===== config.mk =====
export PLATFORM = sky130hd
export DESIGN_NAME = cslp_out_stage_flat
export DESIGN_NICKNAME = d
export VERILOG_FILES = /design/src/cslp_pkg.sv /design/src/cslp_chan_if.sv /design/src/cslp_out_stage.sv /design/src/flat_wrapper.sv
export SDC_FILE = /design/constraint.sdc
export NUM_CORES = 1
export LEC_CHECK = 0
export ABC_CLOCK_PERIOD_IN_PS = 4100
export BUFFER_PORTS_ARGS = -buffer_cell sky130_fd_sc_hd__buf_4
export CAP_MARGIN = 40
export CORE_AREA = 3 3 98 100
export DETAILED_ROUTE_END_ITERATION = 16
export DIE_AREA = 0 0 101 103
export SETUP_SLACK_MARGIN = 0.3
export SLEW_MARGIN = 10
export SYNTH_ARGS = -nofsm -noshare
export SYNTH_HDL_FRONTEND = slang
export SYNTH_SLANG_ARGS = --single-unit

===== constraint.sdc =====
create_clock -name clock -period 4.1 [get_ports clock]
set_clock_uncertainty 0.2 [all_clocks]
set_input_delay 1.025 -clock clock [delete_from_list [all_inputs] [get_ports clock]]
set_output_delay 1.025 -clock clock [all_outputs]
set_load 0.005 [all_outputs]

===== src/cslp_pkg.sv =====
// cslp_pkg: shared constants, codes and types of the clock-synced audio looper
// no dependencies; used by the channel interfaces and all looper modules

package cslp_pkg;

   // default geometry of the loop store and the sample word
   localparam int STORE_DEPTH_DEF = 2097152;
   localparam int SAMPLE_BITS_DEF = 24;

   // fixed field widths
   localparam int COUNT_BITS    = 6;
   localparam int TIMEOUT_BITS  = 16;
   localparam int TIME_BITS     = 32;
   localparam int MODE_BITS     = 2;
   localparam int CSR_IDX_BITS  = 2;
   localparam int CSR_DATA_BITS = 16;

   // register indexes
   localparam logic [CSR_IDX_BITS-1:0] CSR_LOOP_LENGTH = 2'd0;
   localparam logic [CSR_IDX_BITS-1:0] CSR_TIMEOUT_MS  = 2'd1;

   // register reset values
   localparam logic [COUNT_BITS-1:0]   LOOP_LENGTH_RST = 6'd16;
   localparam logic [TIMEOUT_BITS-1:0] TIMEOUT_MS_RST  = 16'd1000;

   // looper modes
   localparam logic [MODE_BITS-1:0] MODE_IDLE   = 2'd0;
   localparam logic [MODE_BITS-1:0] MODE_ARMED  = 2'd1;
   localparam logic [MODE_BITS-1:0] MODE_RECORD = 2'd2;
   localparam logic [MODE_BITS-1:0] MODE_PLAY   = 2'd3;

   // control word handed from the store stage to the output stage
   typedef struct packed {
      logic                  use_store;
      logic [MODE_BITS-1:0]  mode;
      logic [COUNT_BITS-1:0] count;
   } meta_type;

endpackage


===== src/cslp_chan_if.sv =====


interface cslp_rsp_if #(
   parameter int SAMPLE_BITS = cslp_pkg::SAMPLE_BITS_DEF
);
   logic                              valid;
   logic                              ready;
   logic signed [SAMPLE_BITS-1:0]     sample_out;
   logic [cslp_pkg::MODE_BITS-1:0]    loop_mode;
   logic [cslp_pkg::COUNT_BITS-1:0]   pulse_number;

   modport source (output valid, sample_out, loop_mode, pulse_number, input ready);
   modport sink   (input valid, sample_out, loop_mode, pulse_number, output ready);
endinterface



===== src/cslp_out_stage.sv =====
// cslp_out_stage: playback mix with saturation and the result output register
// depends on cslp_pkg and cslp_rsp_if

module cslp_out_stage #(
   parameter int SAMPLE_BITS = cslp_pkg::SAMPLE_BITS_DEF
) (
   input  logic                           clock,
   input  logic                           reset,
   input  logic                           in_valid,
   output logic                           in_ready,
   input  cslp_pkg::meta_type             in_meta,
   input  logic signed [SAMPLE_BITS-1:0]  in_sample,
   input  logic signed [SAMPLE_BITS-1:0]  in_stored,
   cslp_rsp_if.source                     rsp
);

   localparam logic signed [SAMPLE_BITS-1:0] SAT_HI = {1'b0, {(SAMPLE_BITS-1){1'b1}}};
   localparam logic signed [SAMPLE_BITS-1:0] SAT_LO = {1'b1, {(SAMPLE_BITS-1){1'b0}}};

   logic                          valid_ff, valid_in;
   logic signed [SAMPLE_BITS-1:0] sample_ff, sample_in_w;
   logic [cslp_pkg::MODE_BITS-1:0]  mode_ff;
   logic [cslp_pkg::COUNT_BITS-1:0] count_ff;
   logic signed [SAMPLE_BITS:0]   sum;
   logic signed [SAMPLE_BITS-1:0] addend;
   logic                          take;

   // stage takes a word when the output register is empty or drains
   assign in_ready = !valid_ff || rsp.ready;
   assign take     = in_valid && in_ready;

   // input plus stored sample (when use_store is set), clipped to the sample range
   always_comb begin
      addend = in_meta.use_store ? in_stored : '0;
      sum    = {in_sample[SAMPLE_BITS-1], in_sample} + {addend[SAMPLE_BITS-1], addend};
      if (sum[SAMPLE_BITS] != sum[SAMPLE_BITS-1]) begin
         sample_in_w = sum[SAMPLE_BITS] ? SAT_LO : SAT_HI;
      end else begin
         sample_in_w = sum[SAMPLE_BITS-1:0];
      end
   end

   always_comb begin
      valid_in = valid_ff;
      if (take) begin
         valid_in = 1'b1;
      end else if (rsp.ready) begin
         valid_in = 1'b0;
      end
   end

   // output register
   always_ff @(posedge clock) begin
      if (reset) begin
         valid_ff <= 1'b0;
      end else begin
         valid_ff <= valid_in;
      end
   end

   always_ff @(posedge clock) begin
      if (take) begin
         sample_ff <= sample_in_w;
         mode_ff   <= in_meta.mode;
         count_ff  <= in_meta.count;
      end
   end

   assign rsp.valid        = valid_ff;
   assign rsp.sample_out   = sample_ff;
   assign rsp.loop_mode    = mode_ff;
   assign rsp.pulse_number = count_ff;

endmodule


===== src/flat_wrapper.sv =====
// flat-port wrapper written by rule: the top's interface ports become plain ports
module cslp_out_stage_flat 
#(
   parameter int SAMPLE_BITS = cslp_pkg::SAMPLE_BITS_DEF
)
  (clock, reset, in_valid, in_ready, in_meta, in_sample, in_stored, rsp_valid, rsp_sample_out, rsp_loop_mode, rsp_pulse_number, rsp_ready);
  cslp_rsp_if #(.SAMPLE_BITS(SAMPLE_BITS)) rsp_i ();
  input  logic clock;
  input  logic reset;
  input  logic in_valid;
  output logic in_ready;
  input  cslp_pkg::meta_type in_meta;
  input  logic signed [SAMPLE_BITS-1:0] in_sample;
  input  logic signed [SAMPLE_BITS-1:0] in_stored;
  output wire logic [$bits(rsp_i.valid)-1:0] rsp_valid;
  output wire logic [$bits(rsp_i.sample_out)-1:0] rsp_sample_out;
  output wire logic [$bits(rsp_i.loop_mode)-1:0] rsp_loop_mode;
  output wire logic [$bits(rsp_i.pulse_number)-1:0] rsp_pulse_number;
  input wire logic [$bits(rsp_i.ready)-1:0] rsp_ready;
  assign rsp_valid = rsp_i.valid;
  assign rsp_sample_out = rsp_i.sample_out;
  assign rsp_loop_mode = rsp_i.loop_mode;
  assign rsp_pulse_number = rsp_i.pulse_number;
  assign rsp_i.ready = rsp_ready;
  cslp_out_stage #(.SAMPLE_BITS(SAMPLE_BITS)) u_core (.clock(clock), .reset(reset), .in_valid(in_valid), .in_ready(in_ready), .in_meta(in_meta), .in_sample(in_sample), .in_stored(in_stored), .rsp(rsp_i));
endmodule

Word level (Yosys, flattened, before mapping)
Cells that the tools add are included.
{"block": "totals", "in_bits": 61, "wordCells": 15, "output_inout_bits": 34, "ff_bits": 33}
{"block": "classes", "n_mux": 5, "addsub": 1, "n_eq_ne": 1, "reduce_logical": 4}
{"cell": "24-bit two-way mux", "count": 3}
{"cell": "24-bit by 24-bit adder with 25-bit output", "count": 1}
{"cell": "1-bit two-way mux", "count": 2}
{"cell": "2-bit nonzero test", "count": 1}
{"cell": "1-bit logical AND", "count": 1}
{"cell": "1-bit logical NOT", "count": 1}
{"cell": "1-bit logical OR", "count": 1}
{"cell": "1-bit inequality test", "count": 1}

Depth between registers and ports, before layout
Gate-level depths: netlist of the first run.
{"block": "logic_depth", "word_depth": 4, "depth_mapped": 14, "mapped_depth_nobuf": 12}

Least setup slack after synthesis of the first run
No wires, ideal clock.
{"block": "synth_path", "kind": "input port to flip-flop", "startpoint": "input port in_meta[8] (netlist name)", "endpoint": "register u_core.sample_ff[18] (netlist: u_core.rsp.sample_out[18]), data pin", "arrival_time_ps": 3495, "setup_time_ps": 131, "path_stages": 13, "path_slack_ps": 274, "n_path_buf": 1, "required_time_ps": 3769, "cell_sequence": "clkbuf_1 -> and2_1 -> ha_1 -> inv_1 -> fa_1 -> nor2b_1 -> o21a_1 -> nor2_1 -> a2bb2oi_1 -> o31ai_1 -> mux2i_1 -> a2111o_1 -> nand2_1"}
{"block": "synth_between", "elab_chain_cells": 4, "word_cells_on_any_way": 5, "cone_classes": "add/sub (1); eq/ne (1); mux (3)"}
{"item": "from (decl)", "line_no": "flat_wrapper.sv:12", "source": "input cslp_pkg::meta_type in_meta;"}
{"item": "24-bit two-way mux (*)", "line_no": "cslp_out_stage.sv:34", "source": "addend = in_meta.use_store ? in_stored : '0;"}
{"item": "24-bit by 24-bit adder with 25-bit output (*)", "line_no": "cslp_out_stage.sv:35", "source": "sum = {in_sample[SAMPLE_BITS-1], in_sample} + {addend[SAMPLE_BITS-1], addend};"}
{"item": "24-bit two-way mux or 1-bit inequality test (tied branches)", "line_no": "cslp_out_stage.sv:37, cslp_out_stage.sv:36"}
{"item": "24-bit two-way mux (*)", "line_no": "cslp_out_stage.sv:36", "source": "if (sum[SAMPLE_BITS] != sum[SAMPLE_BITS-1]) begin"}
{"item": "via u_core.sample_in_w[18]", "line_no": "cslp_out_stage.sv:21", "source": "logic signed [SAMPLE_BITS-1:0] sample_ff, sample_in_w;"}
{"item": "to (signal assigned)", "line_no": "cslp_out_stage.sv:63", "source": "sample_ff <= sample_in_w;"}
{"item": "to (decl)", "line_no": "cslp_out_stage.sv:21"}
The timed path passes the listed nets; every way through them passes the cells marked *.
A chain may end at the register's enable or synchronous reset.

Final worst setup path of the first run
Same ends and word-level chain as after synthesis.

==> impl_metrics.csv, run 1 <==
group,metric,value,unit
outcome,outcome,"finished, final reports clean",
synth,async_flop_share,0,
pwr,seq_power_share,0.370,
worst_setup_path,worstPathArrival,3610,ps
synth,synthTopCellsByArea,"edfxtp_1, ha_1, and2_1",
synth,synth_area,0.003082,mm^2
sta,finalHoldViolCount,0,
synth,synthTopCellsByCount,"nand2_1, edfxtp_1, and2_1",
synth,synth_most_common_cell,"nand2_1",
worst_setup_path,cp-end-kind,"register",
worst_setup_path,worstPathCellList,"buf_6 -> and2_1 -> ha_1 -> inv_1 -> fa_1 -> nor2b_1 -> o2111a_2 -> o31ai_4 -> nand3_2 -> a31o_4 -> nand2_1 -> a2111o_1 -> nand2_1",
layout,area_growth,33.74,%
worst_setup_path,crit_path_frequent_cell,"nand2_1",
floorplanning,core-area,0.008763,mm^2
grt,gr-total-overflow,0,
drt,routed_wl,8173,um
clock_tree,worstSkewPairLatency,270,ps
grt,grt_pass1_wl,13370,um
pwr,clockPowerShare,0.201,
place,io_buffers,94,
sta,rsz0062_at_grt,"yes",
grt,antenna_found_initial,0,
synth,ys_seq_elements,33,
synth,syn_inst,340,
worst_setup_path,cpPeakStageDelay,450,ps
layout,nets,533,
sta,worst_pin_slew,671.0,ps
synth,synth_xor_area_frac,0.04263,
pwr,peakVddDrop,0.1354,mV
run,drv_cap,0,
floorplanning,start_util,0.3517,
floorplanning,ioPinCount,95,
sta,drv_slew,0,
drt,drcViolationCount,0,
synth,synth-compound-area-share,0.2464,
clock_tree,numClockSinks,33,
worst_hold_path,hp-class,"register to register",
synth,synthMuxAreaShare,0.01340,
synth,synth_fa_ha_area_frac,0.1039,
synth,yosysWarnings,0,
floorplanning,rows,34,
floorplanning,die-area,0.01040,mm^2
synth,synthDominantCellAreaShare,0.3118,
clock_tree,path_clk_slew,60,ps
clock_tree,cts_made_buffers,5,
grt,track_usage,0.1578,
worst_setup_path,critPathKind,"primary input to register",
synth,synth.avg_cell_area,9.064,um^2
synth,synth_seq_area_share,0.3183,
drt,avgViaCountPerCell,5.196,
drt,drtPass1Iterations,5,
synth,ys_types,67,
clock_tree,cts_tree,"built",
drt,ant_nets,0,
clock_tree,cts_max_path_buffers,2,
floorplanning,die_w,101,um
worst_setup_path,crit_required,4040,ps
worst_setup_path,cp-start-kind,"primary input",
drt,wire_per_inst,14.70,um
clock_tree,root_buffer,"clkbuf_8",
drt,drt-initial-drc-count,108,
sta,finalCritPeriodShare,0.8938,
place,gp_congestion,0.8683,
pwr,internal_power,811.0,uW
layout,post-route-util,0.4703,
layout,antenna_cells,0,
sta,finalSetupViolCount,0,
synth,yosysTopAreaCell,"edfxtp_1",
sta,clock.fmax,272.9,MHz
grt,grt_max_degree,33,
worst_setup_path,cp_slowest_cell,"a2111o_1",
grt,grt_pass1_vias,2810,
drt,route.vias.total,2889,
synth,yosys.area_share.simple,0.2233,
worst_setup_path,crit_path_max_fanout,24,
layout,fill_cells,886,
place,place_hpwl,6791,um
pwr,power_density,288.8,mW/mm^2
synth,synth_fp_nets,426,
pwr,p_switching,379.1,uW
synth,synth_top_family_by_area,"compound AO/OA/AOI/OAI gates",
synth,synth_edf_count,32,
synth,synth_ff_type,"edfxtp_1",
sta,fin_crit,3665,ps
pwr,comb_power_share,0.429,
pwr,p_leak,0.001828,uW
layout,drive_gt1_frac,0.3170,
floorplanning,die_h,103,um
sta,hold-worst-slack,314.1,ps
clock_tree,ctsHtreeMaxLevel,2,
sta,slew_headroom,0.5468,
pwr,switching_share,0.3186,
[area by class of cell]
type,instances,area [um^2],area share
Inverter,10,37.54,0.009107
Tap cell,108,135.1,0.03279
Multi-Input combinational cell,282,2011,0.4879
Clock buffer,8,90.09,0.02186
Timing Repair Buffer,115,867.1,0.2104
Sequential cell,33,980.9,0.2380
[cell families (layout without fill, tap and decap cells)]
kind of cell    after synthesis  count (layout)
mux                           4               4
simple gates                132             132
fa+ha+maj                    25              25
buf+inv                      25             133
xor+xnor                     15              15
flops                        33              33
compound gates              106             106
[cell usage in the layout, fill, tap and decap left out, drive strengths merged, types with 5 or more instances in the layout]
cell,synthesis,final
nand3,16,16
a21o,12,12
clkbuf,7,8
edfxtp,32,32
nor2,18,18
a22oi,7,7
and2,26,26
nand2b,6,6
a21oi,19,19
ha,24,24
o211ai,8,8
nand2,35,35
buf,8,115
a211oi,5,5
o21a,6,6
inv,10,10
xor2,5,5
nor3,13,13
o21ai,22,22
xnor2,10,10
[repair_timing]
action / CTS / global route
pin swaps: 0 / 3
buffers inserted: 0 / 1
gates resized for setup: 3 / 10
setup endpoints to repair: 7 / 23
hold buffers: 0 / 0
[critical path, delay by kind of cell]
family	cells	cell delay, ps
adder cells (fa/ha/maj)	2	610
buffers and inverters	2	230
AND/OR/NAND/NOR	5	710
AO/OA/AOI/OAI	4	1040
[power groups by stage]
stage,sequential (uW),combinational (uW),clock [uW]
CTS,441,502,251
global placement,447,493,0
finish,440,511,239
global route,444,571,261
detailed placement,448,497,0
floorplan,452,300,0
[registers in the layout, indices dropped and copies added (netlist names)]
name                     flops
u_core.rsp.loop_mode         2
u_core.rsp.pulse_number      6
u_core.rsp.valid             1
u_core.rsp.sample_out       24
[final timing paths]
path / from / endpoint / cells past startpoint / slack (ps)
worst min register to register: u_core.rsp.valid / u_core.rsp.valid / 2 / 310
worst max register to register: u_core.rsp.valid / u_core.rsp.sample_out[5] / 3 / 2660
worst min-delay path: u_core.rsp.valid / u_core.rsp.valid / 2 / 310
worst max-delay path: in_meta[8] / u_core.rsp.sample_out[18] / 13 / 440
[through the flow]
stage	std cells	total power, uW	setup TNS (ps)	cell area [um^2]	setup slack, ps
after floorplan	340	751.9	0	3087	311.4
after global placement	547	940.7	0	3955	84.76
after detailed placement	547	945.1	-134.3	3955	-32.13
after CTS	555	1195	0	4068	311.2
after global routing	556	1276	0	4121	256.5
final	556	1190	0	4121	435.5
[layer usage]
layer	track usage	wire length [um]	vias to the layer above
li1	-	-	1488
met1	0.2051	3659	1298
met2	0.2775	3836	95
met3	0.01894	586	8
met4	0.04294	91	0
met5	0	0	-
Power figures use the tool's default switching activity.
==> run 2, diff against run 1 <==
Settings changed: CORE_AREA 3 3 98 100 to 10 10 105 107, DIE_AREA 0 0 101 103 to 0 0 115 117.
==> impl_metrics.csv, run 2 (same netlist as run 1, synthesis figures left out) <==
group,metric,value,unit
layout,fill_cells,881,
layout,seq_area,980.9,um^2
run,drv_cap,0,
floorplanning,start_util,0.3416,
layout,antenna_cells,0,
worst_setup_path,worstPathArrival,3620,ps
grt,gr-total-overflow,0,
clock_tree,numClockSinks,33,
grt,met1_usage,0.1664,
drt,wire_per_inst,16.13,um
sta,fin_crit,3673,ps
worst_setup_path,cpPeakStageDelay,470,ps
sta,finalCritPeriodShare,0.8959,
drt,drtPass1Iterations,4,
clock_tree,worstSkewPairLatency,270,ps
layout,drive_gt1_frac,0.3399,
place,gp_congestion,0.8925,
grt,grtUsageMet2,0.2260,
sta,slew_headroom,0.6367,
layout,post-route-util,0.4670,
worst_setup_path,critPathKind,"primary input to register",
drt,routed_wl,9194,um
grt,grt_use_met3,0.02396,
floorplanning,die_h,117,um
sta,setup_tns,0,ps
worst_setup_path,critical_path.top_delay_family,"simple AND/OR/NAND/NOR gates",
pwr,finalPower,1201,uW
layout,layout_common_cells,"buf_4, nand2_1, edfxtp_1",
clock_tree,cts_max_path_buffers,2,
sta,finalHoldViolCount,0,
floorplanning,ioPinCount,95,
worst_setup_path,cp-start-kind,"primary input",
grt,antenna_found_initial,0,
worst_setup_path,worstPathCellList,"buf_6 -> and2_1 -> ha_2 -> and4_4 -> nand2_1 -> or3_1 -> nand3_2 -> a31o_4 -> nand2_1 -> a2111o_1 -> nand2_1",
sta,rsz0062_at_grt,"no",
floorplanning,rows,35,
worst_setup_path,cp_slowest_cell,"a2111o_1",
worst_setup_path,worst-path-buf-inv,1,
worst_setup_path,crit_required,4050,ps
floorplanning,die-area,0.01346,mm^2
drt,drcViolationCount,0,
grt,grt_max_degree,33,
drt,avgViaCountPerCell,5.305,
clock_tree,holdBufCountCts,0,
drt,ant_nets,0,
worst_setup_path,crit_path_frequent_cell,"nand2_1",
pwr,power_density,285.1,mW/mm^2
grt,busiest_layer,"met2",
clock_tree,path_clk_slew,60,ps
floorplanning,core-area,0.009021,mm^2
worst_setup_path,crit_path_start,"in_meta[8]",
drt,route.vias.total,3024,
sta,clock.fmax,272.2,MHz
layout,largest_reg_flops,24,
clock_tree,root_buffer,"clkbuf_8",
sta,drv_slew,0,
clock_tree,cts_made_buffers,5,
floorplanning,die_w,115,um
sta,finalSetupViolCount,0,
clock_tree,ctsHtreeMaxLevel,2,
worst_hold_path,hold_start,"u_core.rsp.valid",
outcome,outcome,"finished, final reports clean",
pwr,p_leak,0.001889,uW
clock_tree,cts_tree,"built",
grt,grt_pass1_vias,3022,
layout,nets,544,
drt,drt-initial-drc-count,120,
grt,grt_pass1_wl,14790,um
layout,area_growth,36.70,%
worst_setup_path,cp-end-kind,"register",
layout,final_common_cell,"buf_4",
sta,worst_pin_slew,538.0,ps
place,place_hpwl,7534,um
worst_hold_path,hp-class,"register to register",
layout,multiInputGateArea,0.002016,mm^2
pwr,peakVddDrop,0.1030,mV
grt,track_usage,0.1304,
place,io_buffers,94,
worst_setup_path,crit_path_max_fanout,24,
worst_setup_path,reg2reg_from,"u_core.rsp.valid",
==> run 2: per-layer routing <==
metal  part of all wire  routed length (um)
met2               0.47                4308
met3              0.070                 642
met4             0.0041                  38
met5                  0                   0
met1               0.46                4205
==> run 2: worst register-to-register path: stages, from the launching register on <==
cell and delay (ps):
dfxtp_1 310, nand2b_1 100, and2_1 130, buf_4 350
==> run 2: final timing paths <==
path	endpoint	slack, ps	depth (start not counted)
max reg2reg	u_core.rsp.pulse_number[3]	2650	3
min reg2reg	u_core.rsp.valid	320	2
max	u_core.rsp.sample_out[18]	430	11
min	u_core.rsp.valid	320	2
==> run 2: timing repair <==
action,in CTS,in global routing
cloned,0,1
setup buffers,3,4
setup endpoints to repair,7,23
pin swaps,0,4
gates resized for setup,1,13
==> run 2: final cells by class <==
cell class | count | area share
clock buffers | 6 | 0.01723
clock inverters | 2 | 0.002376
inverters | 10 | 0.008910
multi-input cells | 282 | 0.4785
flip-flops and latches | 33 | 0.2328
well taps | 111 | 0.03297
repair buffers | 126 | 0.2272
==> run 2: metrics by stage <==
stage | instances | area, um^2 | hold WS, ps | setup slack (ps)
after floorplan | 340 | 3087 | 322.5 | 311.4
after global placement | 554 | 3989 | 300.3 | -71.76
after detailed placement | 554 | 3989 | 320.6 | -64.71
after CTS | 565 | 4096 | 329.8 | 335.5
after global routing | 570 | 4213 | 348.9 | 310.0
final | 570 | 4213 | 323.3 | 426.7
==> run 2: report_power, final <==
group	switching, uW	internal [uW]	leakage (uW)
sequential	11.2	429	0.000317
clock	108	117	0.0000450
combinational	277	258	0.00153
total	397	805	0.00189
==> run 3, diff against run 2 <==
Settings changed: CORE_AREA 10 10 105 107 to 10 10 113 115, DIE_AREA 0 0 115 117 to 0 0 123 125, SETUP_SLACK_MARGIN 0.3 to unset.
==> impl_metrics.csv, run 3 (same netlist as run 1, synthesis figures left out) <==
group,metric,value,unit
layout,fill_cells,1108,
floorplanning,rows,38,
worst_setup_path,crit_required,4040,ps
clock_tree,cts_made_buffers,5,
floorplanning,ioPinCount,95,
sta,rsz0062_at_grt,"no",
sta,finalCritPeriodShare,0.9515,
layout,final_common_cell,"buf_4",
worst_setup_path,reg2reg_from,"u_core.rsp.valid",
pwr,power_density,286.2,mW/mm^2
grt,grt_pass1_wl,14550,um
worst_setup_path,worstPathArrival,3850,ps
layout,layout_common_cells,"buf_4, nand2_1, edfxtp_1",
worst_setup_path,reg2regPathDepth,3,
worst_hold_path,hp-class,"register to register",
grt,gr-total-overflow,0,
drt,drt-initial-drc-count,155,
layout,post-route-util,0.3834,
worst_setup_path,timing.rr.end,"u_core.rsp.sample_out[5]",
run,drv_cap,0,
sta,fin_crit,3901,ps
clock_tree,root_buffer,"clkbuf_8",
clock_tree,path_clk_slew,60,ps
floorplanning,die_w,123,um
drt,routed_wl,8974,um
place,place_hpwl,7558,um
layout,design_area,0.004065,mm^2
pwr,p_switching,378.7,uW
grt,grt_pass1_vias,2965,
pwr,p_leak,0.001808,uW
pwr,clockPowerShare,0.192,
layout,largest_reg_flops,24,
worst_setup_path,cp_slowest_cell,"a2111o_1",
drt,route.vias.total,2923,
pwr,switching_share,0.3255,
worst_hold_path,hold_start,"u_core.rsp.valid",
worst_setup_path,worstPathCellList,"buf_4 -> and2_1 -> ha_1 -> and4_4 -> nand2_1 -> or3_1 -> nand3_2 -> a31o_2 -> nand2_1 -> a2111o_1 -> nand2_1",
sta,finalSetupViolCount,0,
grt,grt_max_degree,33,
sta,slew_headroom,0.5561,
worst_setup_path,cp-end-kind,"register",
floorplanning,start_util,0.2907,
outcome,outcome,"finished, final reports clean",
floorplanning,core-area,0.01060,mm^2
worst_setup_path,cp-start-kind,"primary input",
clock_tree,cts_tree,"built",
place,dpl-instance-area,0.003968,mm^2
worst_setup_path,crit_path_max_fanout,24,
drt,wire_per_inst,15.31,um
place,io_buffers,94,
sta,clock.fmax,256.3,MHz
pwr,comb_power_share,0.429,
clock_tree,cts-resized-gates,0,
drt,ant_nets,0,
sta,worst_pin_slew,657.3,ps
sta,finalHoldViolCount,0,
floorplanning,die-area,0.01538,mm^2
worst_hold_path,hold_path_end,"u_core.rsp.valid",
floorplanning,die_h,125,um
worst_setup_path,rrSetupSlack,2630,ps
drt,drtPass1Iterations,4,
clock_tree,worstSkewPairLatency,270,ps
clock_tree,numClockSinks,33,
layout,drive_gt1_frac,0.3049,
worst_setup_path,cpPeakStageDelay,480,ps
pwr,internal_power,784.6,uW
pwr,peakVddDrop,0.1496,mV
sta,drv_slew,0,
worst_hold_path,min_path_cells,2,
clock_tree,cts_max_path_buffers,2,
grt,antenna_found_initial,0,
pwr,finalPower,1163,uW
worst_setup_path,crit_path_frequent_cell,"nand2_1",
grt,track_usage,0.1122,
layout,antenna_cells,0,
sta,setup_tns,0,ps
drt,avgViaCountPerCell,4.988,
place,gp_congestion,0.8785,
pwr,seq_power_share,0.379,
worst_setup_path,critPathKind,"primary input to register",
layout,nets,531,
clock_tree,ctsHtreeMaxLevel,2,
layout,area_growth,31.91,%
drt,drcViolationCount,0,
==> run 3: repair_timing <==
item                       CTS  global route
setup endpoints to repair    0             5
hold buffers                 0             0
setup buffers                0             2
==> run 3: worst max-delay path by stage <==
stage,start,end,slack [ps],depth (start not counted)
finish,in_meta[8],u_core.rsp.sample_out[18],200,11
floorplan,in_meta[8],u_core.rsp.sample_out[18],270,13
CTS,in_meta[8],u_core.rsp.sample_out[1],170,14
global route,in_meta[8],u_core.rsp.sample_out[18],40,13
global placement,in_meta[8],u_core.rsp.sample_out[7],-60,11
detailed placement,in_meta[8],u_core.rsp.sample_out[1],-130,14
==> run 3: critical path: cells and delay by family <==
kind | cells | cell delay (ps)
AND/OR/NAND/NOR | 7 | 1370
AO/OA/AOI/OAI | 2 | 810
adder cells (fa/ha/maj) | 1 | 440
buffers and inverters | 1 | 180
==> run 3: area by class of cell <==
class / count / area [um^2] / share of cell area
repair buffers: 113 / 848.3 / 0.2087
inverters: 10 / 37.54 / 0.009234
clock inverters: 2 / 10.01 / 0.002462
multi-input cells: 282 / 1941 / 0.4774
clock buffers: 6 / 72.57 / 0.01785
flip-flops and latches: 33 / 980.9 / 0.2413
well taps: 140 / 175.2 / 0.04309
==> run 3: per-layer routing <==
metal  track usage  vias to the layer above  part of all wire
li1              -                     1482                 -
met1        0.1477                     1329              0.44
met2        0.1882                      109              0.47
met3       0.02385                        3             0.086
met4       0.01439                        0            0.0048
met5             0                        -                 0
==> run 3: power groups by stage <==
stage / registers, uW / logic [uW] / clock network, uW
after floorplan: 452 / 299 / 0
after global placement: 448 / 491 / 0
after detailed placement: 450 / 497 / 0
after CTS: 442 / 499 / 233
after global routing: 446 / 559 / 246
final: 441 / 499 / 223
==> run 3: per-stage QoR <==
stage / std cells / hold WS (ps) / worst slack, ps
final: 586 / 325.5 / 198.9
after global routing: 586 / 352.3 / 37.24
after CTS: 584 / 324.1 / 167.6
after detailed placement: 576 / 314.5 / -126.6
after global placement: 576 / 298.7 / -64.72
after floorplan: 340 / 322.5 / 274.4
